## src/rtl/core/orf_pkg.sv

```systemverilog
// shared types, constants and crc helper for the occupancy report framer
`timescale 1ns / 1ps
package orf_pkg;

	localparam int CHANNELS         = 4;
	localparam int WINDOW_TICKS_DEF = 4;
	localparam int SMP_W            = 12;
	localparam int CNT_W            = $clog2(CHANNELS + 1);

	// frame layout
	localparam int FRAME_LEN  = 19;
	localparam int IDX_W      = $clog2(FRAME_LEN);
	localparam logic [IDX_W-1:0] LAST_IDX    = IDX_W'(FRAME_LEN - 1);
	localparam logic [IDX_W-1:0] CRC_END_IDX = IDX_W'(FRAME_LEN - 3);
	localparam logic [7:0] SYNC_0   = 8'hC5;
	localparam logic [7:0] SYNC_1   = 8'h5C;
	localparam logic [7:0] BODY_LEN = 8'd14;

	// crc-16/modbus
	localparam logic [15:0] CRC_INIT = 16'hFFFF;
	localparam logic [15:0] CRC_POLY = 16'hA001;

	// configuration register indexes
	localparam int CFG_IDX_W = 3;
	localparam int CFG_DATA_W = 16;
	localparam logic [CFG_IDX_W-1:0] REG_THRESHOLD = 3'd0;
	localparam logic [CFG_IDX_W-1:0] REG_MIN_OVER  = 3'd1;
	localparam logic [CFG_IDX_W-1:0] REG_REPEAT    = 3'd2;
	localparam logic [CFG_IDX_W-1:0] REG_GATEWAY   = 3'd3;
	localparam logic [CFG_IDX_W-1:0] REG_OWN       = 3'd4;

	// reset values of the registers
	localparam logic [SMP_W-1:0] THRESHOLD_RST = 12'd2200;
	localparam logic [2:0]       MIN_OVER_RST  = 3'd1;
	localparam logic [7:0]       REPEAT_RST    = 8'd3;
	localparam logic [15:0]      GATEWAY_RST   = 16'h0102;
	localparam logic [15:0]      OWN_RST       = 16'h0000;

	typedef logic [CHANNELS-1:0][SMP_W-1:0] smp_arr_t;

	typedef struct packed {
		logic [SMP_W-1:0] threshold;
		logic [2:0]       min_chan;
		logic [7:0]       repeat_windows;
		logic [15:0]      gateway;
		logic [15:0]      own;
	} cfg_t;

	typedef struct packed {
		logic       valid;
		smp_arr_t   smp;
		logic       occ;
		logic [7:0] seq;
	} frame_req_t;

	// one byte through the reflected crc, bit by bit
	function automatic logic [15:0] crc_byte(input logic [15:0] crc_in, input logic [7:0] data);
		logic [15:0] c;
		c = crc_in ^ {8'h00, data};
		for (int b = 0; b < 8; b++) begin
			c = c[0] ? ((c >> 1) ^ CRC_POLY) : (c >> 1);
		end
		return c;
	endfunction

endpackage

```

## src/rtl/core/orf_lane.sv

```systemverilog
// one channel lane: compares its sample against the occupancy threshold
`timescale 1ns / 1ps
module orf_lane (
	input  logic [orf_pkg::SMP_W-1:0] sample,
	input  logic [orf_pkg::SMP_W-1:0] threshold,
	output logic                      over
);
	import orf_pkg::*;

	// strictly above the threshold counts
	assign over = (sample > threshold);

endmodule

```

## src/rtl/core/orf_merge.sv

```systemverilog
// merges lane results, tracks the window and decides when a frame goes out
`timescale 1ns / 1ps
module orf_merge #(
	parameter int WINDOW_TICKS = orf_pkg::WINDOW_TICKS_DEF
) (
	input  logic                          clk,
	input  logic                          arst_n,
	input  logic                          accept,
	input  logic [orf_pkg::CHANNELS-1:0]  over,
	input  orf_pkg::smp_arr_t             smp,
	input  logic                          provisioned,
	input  orf_pkg::cfg_t                 cfg,
	output orf_pkg::frame_req_t           req
);
	import orf_pkg::*;

	localparam int TW = (WINDOW_TICKS > 1) ? $clog2(WINDOW_TICKS) : 1;
	localparam logic [TW-1:0] TICK_LAST = TW'(WINDOW_TICKS - 1);

	logic [TW-1:0] tick_q;
	logic          any_occ_q;
	logic [1:0]    last_sent_q;
	logic [7:0]    same_cnt_q;
	logic [7:0]    seq_q;

	logic [CNT_W-1:0] lanes_over;
	logic             tick_occ;
	logic             win_close;
	logic             win_occ;
	logic             changed;
	logic [7:0]       same_inc;
	logic             repeat_hit;
	logic             send;

	// count of lanes over threshold
	always_comb begin
		lanes_over = '0;
		for (int i = 0; i < CHANNELS; i++) begin
			lanes_over = lanes_over + CNT_W'(over[i]);
		end
	end

	assign tick_occ   = ({{(8-CNT_W){1'b0}}, lanes_over} >= {5'd0, cfg.min_chan});
	assign win_close  = (tick_q == TICK_LAST);
	assign win_occ    = any_occ_q | tick_occ;
	assign changed    = ({1'b0, win_occ} != last_sent_q);
	assign same_inc   = same_cnt_q + 8'd1;
	assign repeat_hit = (same_inc >= cfg.repeat_windows);
	assign send       = win_close & provisioned & (changed | repeat_hit);

	// request towards the framer
	assign req.valid = accept & send;
	assign req.smp   = smp;
	assign req.occ   = win_occ;
	assign req.seq   = seq_q;

	// window and send state
	always_ff @(posedge clk or negedge arst_n) begin
		if (!arst_n) begin
			tick_q      <= '0;
			any_occ_q   <= 1'b0;
			last_sent_q <= 2'd3;
			same_cnt_q  <= '0;
			seq_q       <= '0;
		end else if (accept) begin
			if (win_close) begin
				tick_q    <= '0;
				any_occ_q <= 1'b0;
				if (provisioned) begin
					if (changed) begin
						last_sent_q <= {1'b0, win_occ};
						same_cnt_q  <= '0;
					end else if (repeat_hit) begin
						same_cnt_q <= '0;
					end else begin
						same_cnt_q <= same_inc;
					end
				end
			end else begin
				tick_q    <= tick_q + TW'(1);
				any_occ_q <= win_occ;
			end
			if (send) begin
				seq_q <= seq_q + 8'd1;
			end
		end
	end

endmodule

```

## src/rtl/core/orf_framer.sv

```systemverilog
// frame serialiser: one waiting request plus the byte-per-cycle output with crc, held while out_stall is high
`timescale 1ns / 1ps
module orf_framer (
	input  logic                clk,
	input  logic                arst_n,
	input  orf_pkg::frame_req_t req,
	input  orf_pkg::cfg_t       cfg,
	output logic                busy_full,
	output logic                out_valid,
	input  logic                out_stall,
	output logic [7:0]          frame_byte,
	output logic                last_byte
);
	import orf_pkg::*;

	frame_req_t       pend_q;
	logic             pend_vld_q;
	logic             active_q;
	logic [IDX_W-1:0] idx_q;
	logic [15:0]      crc_q;
	smp_arr_t         smp_q;
	logic             occ_q;
	logic [7:0]       seq_q;

	logic out_acc;
	logic is_last;
	logic load;

	assign out_valid = active_q;
	assign is_last   = (idx_q == LAST_IDX);
	assign last_byte = is_last;
	assign out_acc   = active_q & ~out_stall;
	assign load      = pend_vld_q & (~active_q | (out_acc & is_last));
	// the slot frees in the cycle the serialiser picks it up
	assign busy_full = pend_vld_q & ~load;

	// byte select by position in the frame
	always_comb begin
		case (idx_q)
			5'd0:    frame_byte = SYNC_0;
			5'd1:    frame_byte = SYNC_1;
			5'd2:    frame_byte = BODY_LEN;
			5'd3:    frame_byte = cfg.gateway[7:0];
			5'd4:    frame_byte = cfg.gateway[15:8];
			5'd5:    frame_byte = cfg.own[7:0];
			5'd6:    frame_byte = cfg.own[15:8];
			5'd7:    frame_byte = smp_q[0][7:0];
			5'd8:    frame_byte = {4'd0, smp_q[0][11:8]};
			5'd9:    frame_byte = smp_q[1][7:0];
			5'd10:   frame_byte = {4'd0, smp_q[1][11:8]};
			5'd11:   frame_byte = smp_q[2][7:0];
			5'd12:   frame_byte = {4'd0, smp_q[2][11:8]};
			5'd13:   frame_byte = smp_q[3][7:0];
			5'd14:   frame_byte = {4'd0, smp_q[3][11:8]};
			5'd15:   frame_byte = {7'd0, occ_q};
			5'd16:   frame_byte = seq_q;
			5'd17:   frame_byte = crc_q[7:0];
			default: frame_byte = crc_q[15:8];
		endcase
	end

	// waiting request slot
	always_ff @(posedge clk or negedge arst_n) begin
		if (!arst_n) begin
			pend_vld_q <= 1'b0;
		end else if (req.valid) begin
			pend_vld_q <= 1'b1;
		end else if (load) begin
			pend_vld_q <= 1'b0;
		end
	end

	always_ff @(posedge clk) begin
		if (req.valid) begin
			pend_q <= req;
		end
	end

	// output sequencing and running crc
	always_ff @(posedge clk or negedge arst_n) begin
		if (!arst_n) begin
			active_q <= 1'b0;
			idx_q    <= '0;
		end else if (load) begin
			active_q <= 1'b1;
			idx_q    <= '0;
		end else if (out_acc) begin
			if (is_last) begin
				active_q <= 1'b0;
				idx_q    <= '0;
			end else begin
				idx_q <= idx_q + IDX_W'(1);
			end
		end
	end

	always_ff @(posedge clk) begin
		if (load) begin
			smp_q <= pend_q.smp;
			occ_q <= pend_q.occ;
			seq_q <= pend_q.seq;
			crc_q <= CRC_INIT;
		end else if (out_acc && idx_q <= CRC_END_IDX) begin
			crc_q <= crc_byte(crc_q, frame_byte);
		end
	end

endmodule

```

## src/rtl/core/occupancy_report_framer_top.sv

```systemverilog
// top level of the occupancy report framer: lanes, window merge and frame serialiser
//
// Input channel: in_valid / in_stall carry one report tick word (four 12-bit
// samples and the provisioned flag). A word is taken when in_valid is high and
// in_stall low. Every WINDOW_TICKS words close a window; a closing word may
// start a 19-byte report frame.
// Output channel: out_valid / out_stall carry one frame byte per word, with
// last_byte on the final crc byte. A frame streams at one byte per cycle when
// not stalled; the request of the window-closing word is registered in the
// request slot, then loaded into the serialiser, which presents the first byte.
// Input words are taken every cycle while frames stream out; in_stall rises
// only when a second frame waits in the single request slot behind the one
// being sent, and drops in the cycle the serialiser picks it up.
// Stalling the output holds the current byte; the crc advances per byte taken.
// Configuration: cfg_we writes cfg_data into register cfg_index at the clock edge;
// write it only while the block is idle. Unknown indexes are ignored.
// Reset (arst_n low) restores register defaults, clears the window counters,
// the sequence number and any pending or partly sent frame.
`timescale 1ns / 1ps
module occupancy_report_framer_top #(
	parameter int WINDOW_TICKS = orf_pkg::WINDOW_TICKS_DEF
) (
	input  logic                            clk,
	input  logic                            arst_n,
	input  logic                            cfg_we,
	input  logic [orf_pkg::CFG_IDX_W-1:0]   cfg_index,
	input  logic [orf_pkg::CFG_DATA_W-1:0]  cfg_data,
	input  logic                            in_valid,
	output logic                            in_stall,
	input  logic [orf_pkg::SMP_W-1:0]       sample_a,
	input  logic [orf_pkg::SMP_W-1:0]       sample_b,
	input  logic [orf_pkg::SMP_W-1:0]       sample_c,
	input  logic [orf_pkg::SMP_W-1:0]       sample_d,
	input  logic                            provisioned,
	output logic                            out_valid,
	input  logic                            out_stall,
	output logic [7:0]                      frame_byte,
	output logic                            last_byte
);
	import orf_pkg::*;

	cfg_t                cfg_q;
	smp_arr_t            smp;
	logic [CHANNELS-1:0] over;
	logic                accept;
	frame_req_t          req;
	logic                busy_full;

	assign smp      = {sample_d, sample_c, sample_b, sample_a};
	assign in_stall = busy_full;
	assign accept   = in_valid & ~in_stall;

	// configuration registers
	always_ff @(posedge clk or negedge arst_n) begin
		if (!arst_n) begin
			cfg_q.threshold      <= THRESHOLD_RST;
			cfg_q.min_chan       <= MIN_OVER_RST;
			cfg_q.repeat_windows <= REPEAT_RST;
			cfg_q.gateway        <= GATEWAY_RST;
			cfg_q.own            <= OWN_RST;
		end else if (cfg_we) begin
			unique case (cfg_index)
				REG_THRESHOLD: cfg_q.threshold      <= cfg_data[SMP_W-1:0];
				REG_MIN_OVER:  cfg_q.min_chan       <= cfg_data[2:0];
				REG_REPEAT:    cfg_q.repeat_windows <= cfg_data[7:0];
				REG_GATEWAY:   cfg_q.gateway        <= cfg_data;
				REG_OWN:       cfg_q.own            <= cfg_data;
				default: ;
			endcase
		end
	end

	// one compare lane per channel
	for (genvar g = 0; g < CHANNELS; g++) begin : g_lane
		orf_lane u_lane (
			.sample    (smp[g]),
			.threshold (cfg_q.threshold),
			.over      (over[g])
		);
	end

	orf_merge #(
		.WINDOW_TICKS (WINDOW_TICKS)
	) u_merge (
		.clk         (clk),
		.arst_n      (arst_n),
		.accept      (accept),
		.over        (over),
		.smp         (smp),
		.provisioned (provisioned),
		.cfg         (cfg_q),
		.req         (req)
	);

	orf_framer u_framer (
		.clk        (clk),
		.arst_n     (arst_n),
		.req        (req),
		.cfg        (cfg_q),
		.busy_full  (busy_full),
		.out_valid  (out_valid),
		.out_stall  (out_stall),
		.frame_byte (frame_byte),
		.last_byte  (last_byte)
	);

endmodule

```

## config.mk

```make
export PLATFORM = sky130hd
export DESIGN_NAME = occupancy_report_framer_top
export DESIGN_NICKNAME = d
export VERILOG_FILES = /design/src/rtl/core/orf_pkg.sv /design/src/rtl/core/orf_lane.sv /design/src/rtl/core/orf_merge.sv /design/src/rtl/core/orf_framer.sv /design/src/rtl/core/occupancy_report_framer_top.sv
export SDC_FILE = /design/constraint.sdc
export NUM_CORES = 1
export LEC_CHECK = 0
export BUFFER_PORTS_ARGS = -buffer_cell sky130_fd_sc_hd__buf_2
export CAP_MARGIN = 40
export CORE_MARGIN = 2
export CORE_UTILIZATION = 35
export CTS_BUF_LIST = sky130_fd_sc_hd__clkbuf_8
export CTS_CLUSTER_DIAMETER = 80
export DETAILED_ROUTE_END_ITERATION = 6
export PLACE_DENSITY = 0.6
export SLEW_MARGIN = 20
export SYNTH_ARGS = -nofsm -noshare
export SYNTH_HDL_FRONTEND = slang
export SYNTH_SLANG_ARGS = --single-unit
```

## constraint.sdc

```tcl
create_clock -name clk -period 16.8 [get_ports clk]
set_input_delay 0.84 -clock clk [delete_from_list [all_inputs] [get_ports clk]]
set_output_delay 0.84 -clock clk [all_outputs]
set_load 0.05 [all_outputs]
```

==> flow_summary.json <==
{
  "status": "completed",
  "placed_area_um2": 11200,
  "clockBufferDepth": 3,
  "path_cells": "inv_1 > ha_1 > a21o_1 > a21o_1 > a21oi_1 > nor2_1 > a2111oi_0 > nor2_1 > ha_1 > inv_1 > fa_1 > inv_1 > ha_1 > ha_1 > a21o_1 > a21oi_1 > nor2b_1 > xnor2_1 > a2111oi_0 > o21a_1 > nor2_4 > buf_4 > mux2_2",
  "path_class": "reg -> reg",
  "die_h_um": 176,
  "synth_cell_type_count": 79,
  "yosys.area.top_type": "edfxtp_1",
  "multi_input_area_um2": 4200,
  "avgSynthCellArea_um2": 12.8,
  "ys_seq_area_share_pct": 56.4,
  "ir_drop_v": 0.000206,
  "dpl.hpwl_mm": 19.0,
  "hold_buffers": 0,
  "ios": 84,
  "p_leak_nw": 4.99,
  "cp.arrival_ps": 6260,
  "worstMarginPinSlew_ps": 837,
  "syn_area_um2": 10400,
  "grt_util_all_layers_pct": 17.1,
  "cts_resized": 0,
  "rsz0062_at_grt": "false",
  "fill_cells": 2731,
  "syn-num-nets": 953,
  "holdCritPathClass": "in -> async",
  "post_cts_buffers": 0,
  "place_congestion": 0.916,
  "finalClockSkew_ps": 12.1,
  "path_buf_inv": 4,
  "die_x_um": 176,
  "max_slew_margin_pct": 44.2,
  "power.density_nw_per_um2": 201,
  "path_max_fanout": 59,
  "finalCritPeriodShare_pct": 34.9,
  "start_util_pct": 35.8,
  "synth_xor_area_share_pct": 4.29,
  "io_buffers": 83,
  "syn_to_final_growth_pct": 15.5,
  "regArea_um2": 5830,
  "htreeDepth": 2,
  "synth.most_common_cell": "edfxtp_1",
  "slowest_delay_ps": 510,
  "die-area_um2": 31000,
  "finalInstanceArea_um2": 12000,
  "synth_compound_area_share_pct": 12.0,
  "cts_sinks": 213,
  "finalSetupTns_ps": 0,
  "synth_adder_area_share_pct": 8.53,
  "critical_path.startpoint_type": "flip-flop",
  "gr-total-overflow": 0,
  "n_antenna_cell": 0,
  "cts_tree": "built",
  "drc_errors": 0,
  "drv_slew": 0,
  "syn_inst": 810,
  "cp_slowest_cell": "dfstp_2",
  "synth-seq-cells": 213,
  "final.min_clock_period_ps": 5860,
  "power_w": 0.00240,
  "drive_gt1_share_pct": 24.3,
  "grt_antenna_before_repair": 0,
  "coreArea_um2": 28900,
  "nets": 1061,
  "clk_pin_slew_ps": 60,
  "worstSetupEndpointType": "flip-flop",
  "cts_made_buffers": 38,
  "cp_data_required_time_ps": 17200,
  "drt_iter0_drc": 499,
  "grt_max_degree": 61,
  "grt_pass1_wl_mm": 40.3,
  "hold_viol_final": 0,
  "netlist_top_cells_count": "edfxtp_1, nand2_1, dfrtp_1",
  "yosys.area_share.simple_pct": 10.4,
  "synth_top_area_share_pct": 33.1,
  "post_drt_wl_per_cell_um": 19.5,
  "dr_total_vias": 6731,
  "insertion_delay_ps": 520,
  "crit_top_cell": "ha_1",
  "ant_nets": 0,
  "row_count": 62,
  "grt_pass1_vias": 6893,
  "routed_wl_mm": 25.9,
  "final.setup.worst_slack_ps": 10940,
  "place_worst_setup_slack_ps": 10470,
  "synthArstFlopShare_pct": 39.0,
  "setup_violations": 0,
  "cpLargestDelayFamily": "compound AO/OA/AOI/OAI gates",
  "synth_edf_count": 114,
  "drt-pass1-iter-count": 5,
  "synth_top_family_by_area": "compound AO/OA/AOI/OAI gates",
  "cts-root-buf": "clkbuf_8",
  "viasPerCell": 5.06,
  "ys.flop_type": "edfxtp_1",
  "ys_warn_count": 0,
  "synth_mux_area_share_pct": 5.17,
  "max_freq_ghz": 0.171,
  "yosys-top-cells-area": "edfxtp_1, dfrtp_1, ha_1",
  "maxCapViolations": 0
}
-- sequential cells by signal, indices dropped and copies added (netlist names), 2 cells and up --
name	flops
u_framer.smp_q	48
u_framer.pend_q	57
cfg_q	55
u_merge.tick_q	2
u_merge.same_cnt_q	8
u_framer.idx_q	5
u_framer.seq_q	8
u_framer.crc_q	16
u_merge.last_sent_q	2
u_merge.seq_q	8
-- worst paths after layout --
kind | start | endpoint | slack, ps | depth (start not counted)
hold reg to reg | u_framer.pend_q[33] | u_framer.smp_q[24] | 420 | 0
hold / removal | arst_n | u_framer.out_valid | 190 | 1
max in group asynchronous | arst_n | cfg_q[40] | 15650 | 3
setup reg to reg | cfg_q[47] | u_merge.seq_q[1] | 10940 | 23
min in group clk | u_framer.pend_q[33] | u_framer.smp_q[24] | 420 | 0
setup / recovery | cfg_q[47] | u_merge.seq_q[1] | 10940 | 23
-- logic make-up after synthesis --
logic type                 Yosys count
muxes                               47
xor gates and xnor gates            37
buffers and inverters               68
adders and majority gates           70
and+or+nand+nor                    207
DFF                                213
AOI/OAI and AO/OA                  168
-- per-layer routing --
layer | wire length, µm | vias up | GRT usage (%) | share of wire [%]
met2 | 12200 | 186 | 28.0 | 47
met4 | 674 | 0 | 5.79 | 2.6
met1 | 11900 | 3262 | 23.1 | 46
li1 | - | 3244 | - | -
met3 | 1170 | 39 | 2.76 | 4.5
met5 | 0 | - | 0 | 0
-- power by group --
part / internal (W) / total, W / switching, W
sequential: 0.000651 / 0.000716 / 0.0000656
clock: 0.000267 / 0.000476 / 0.000209
combinational: 0.000548 / 0.00121 / 0.000661
-- cells in the final DEF (no fill, tap or decap), types with 4 or more instances in the layout --
cell / n
a21o_1: 24
a32o_1: 6
nor2_1: 19
xnor2_2: 4
nor2b_1: 13
buf_4: 10
a32oi_1: 7
clkinv_1: 5
nand2b_1: 8
xnor2_1: 16
o21ai_0: 45
dfxtp_1: 16
inv_1: 55
o211ai_1: 11
nor3_1: 10
nand3_1: 21
nand4_1: 19
a21oi_1: 23
xor2_1: 10
a22oi_1: 5
buf_2: 82
and2_1: 5
nand2_1: 82
and3_1: 4
a22o_1: 13
edfxtp_1: 114
dfstp_2: 11
clkinv_2: 4
dfrtp_1: 72
mux2_2: 42
clkbuf_8: 40
ha_1: 69
-- through the flow --
| stage | hold WS (ps) | util (%) | cells |
|---|---|---|---|
| after floorplan | 400 | - | 810 |
| after global placement | 401 | 38.5 | 1259 |
| after detailed placement | 405 | 38.7 | 1262 |
| after CTS | 180 | 41.3 | 1331 |
| after global routing | 197 | 41.3 | 1331 |
| final | 194 | 41.3 | 1331 |
-- area by class of cell --
cell class	instances	share of cell area, %
multi-input cells	529	35.2
repair buffers	94	4.42
well taps	384	4.02
flip-flops and latches	213	48.8
clock inverters	29	1.67
inverters	42	1.32
clock buffers	40	4.61
Power figures use the tool's default switching activity.
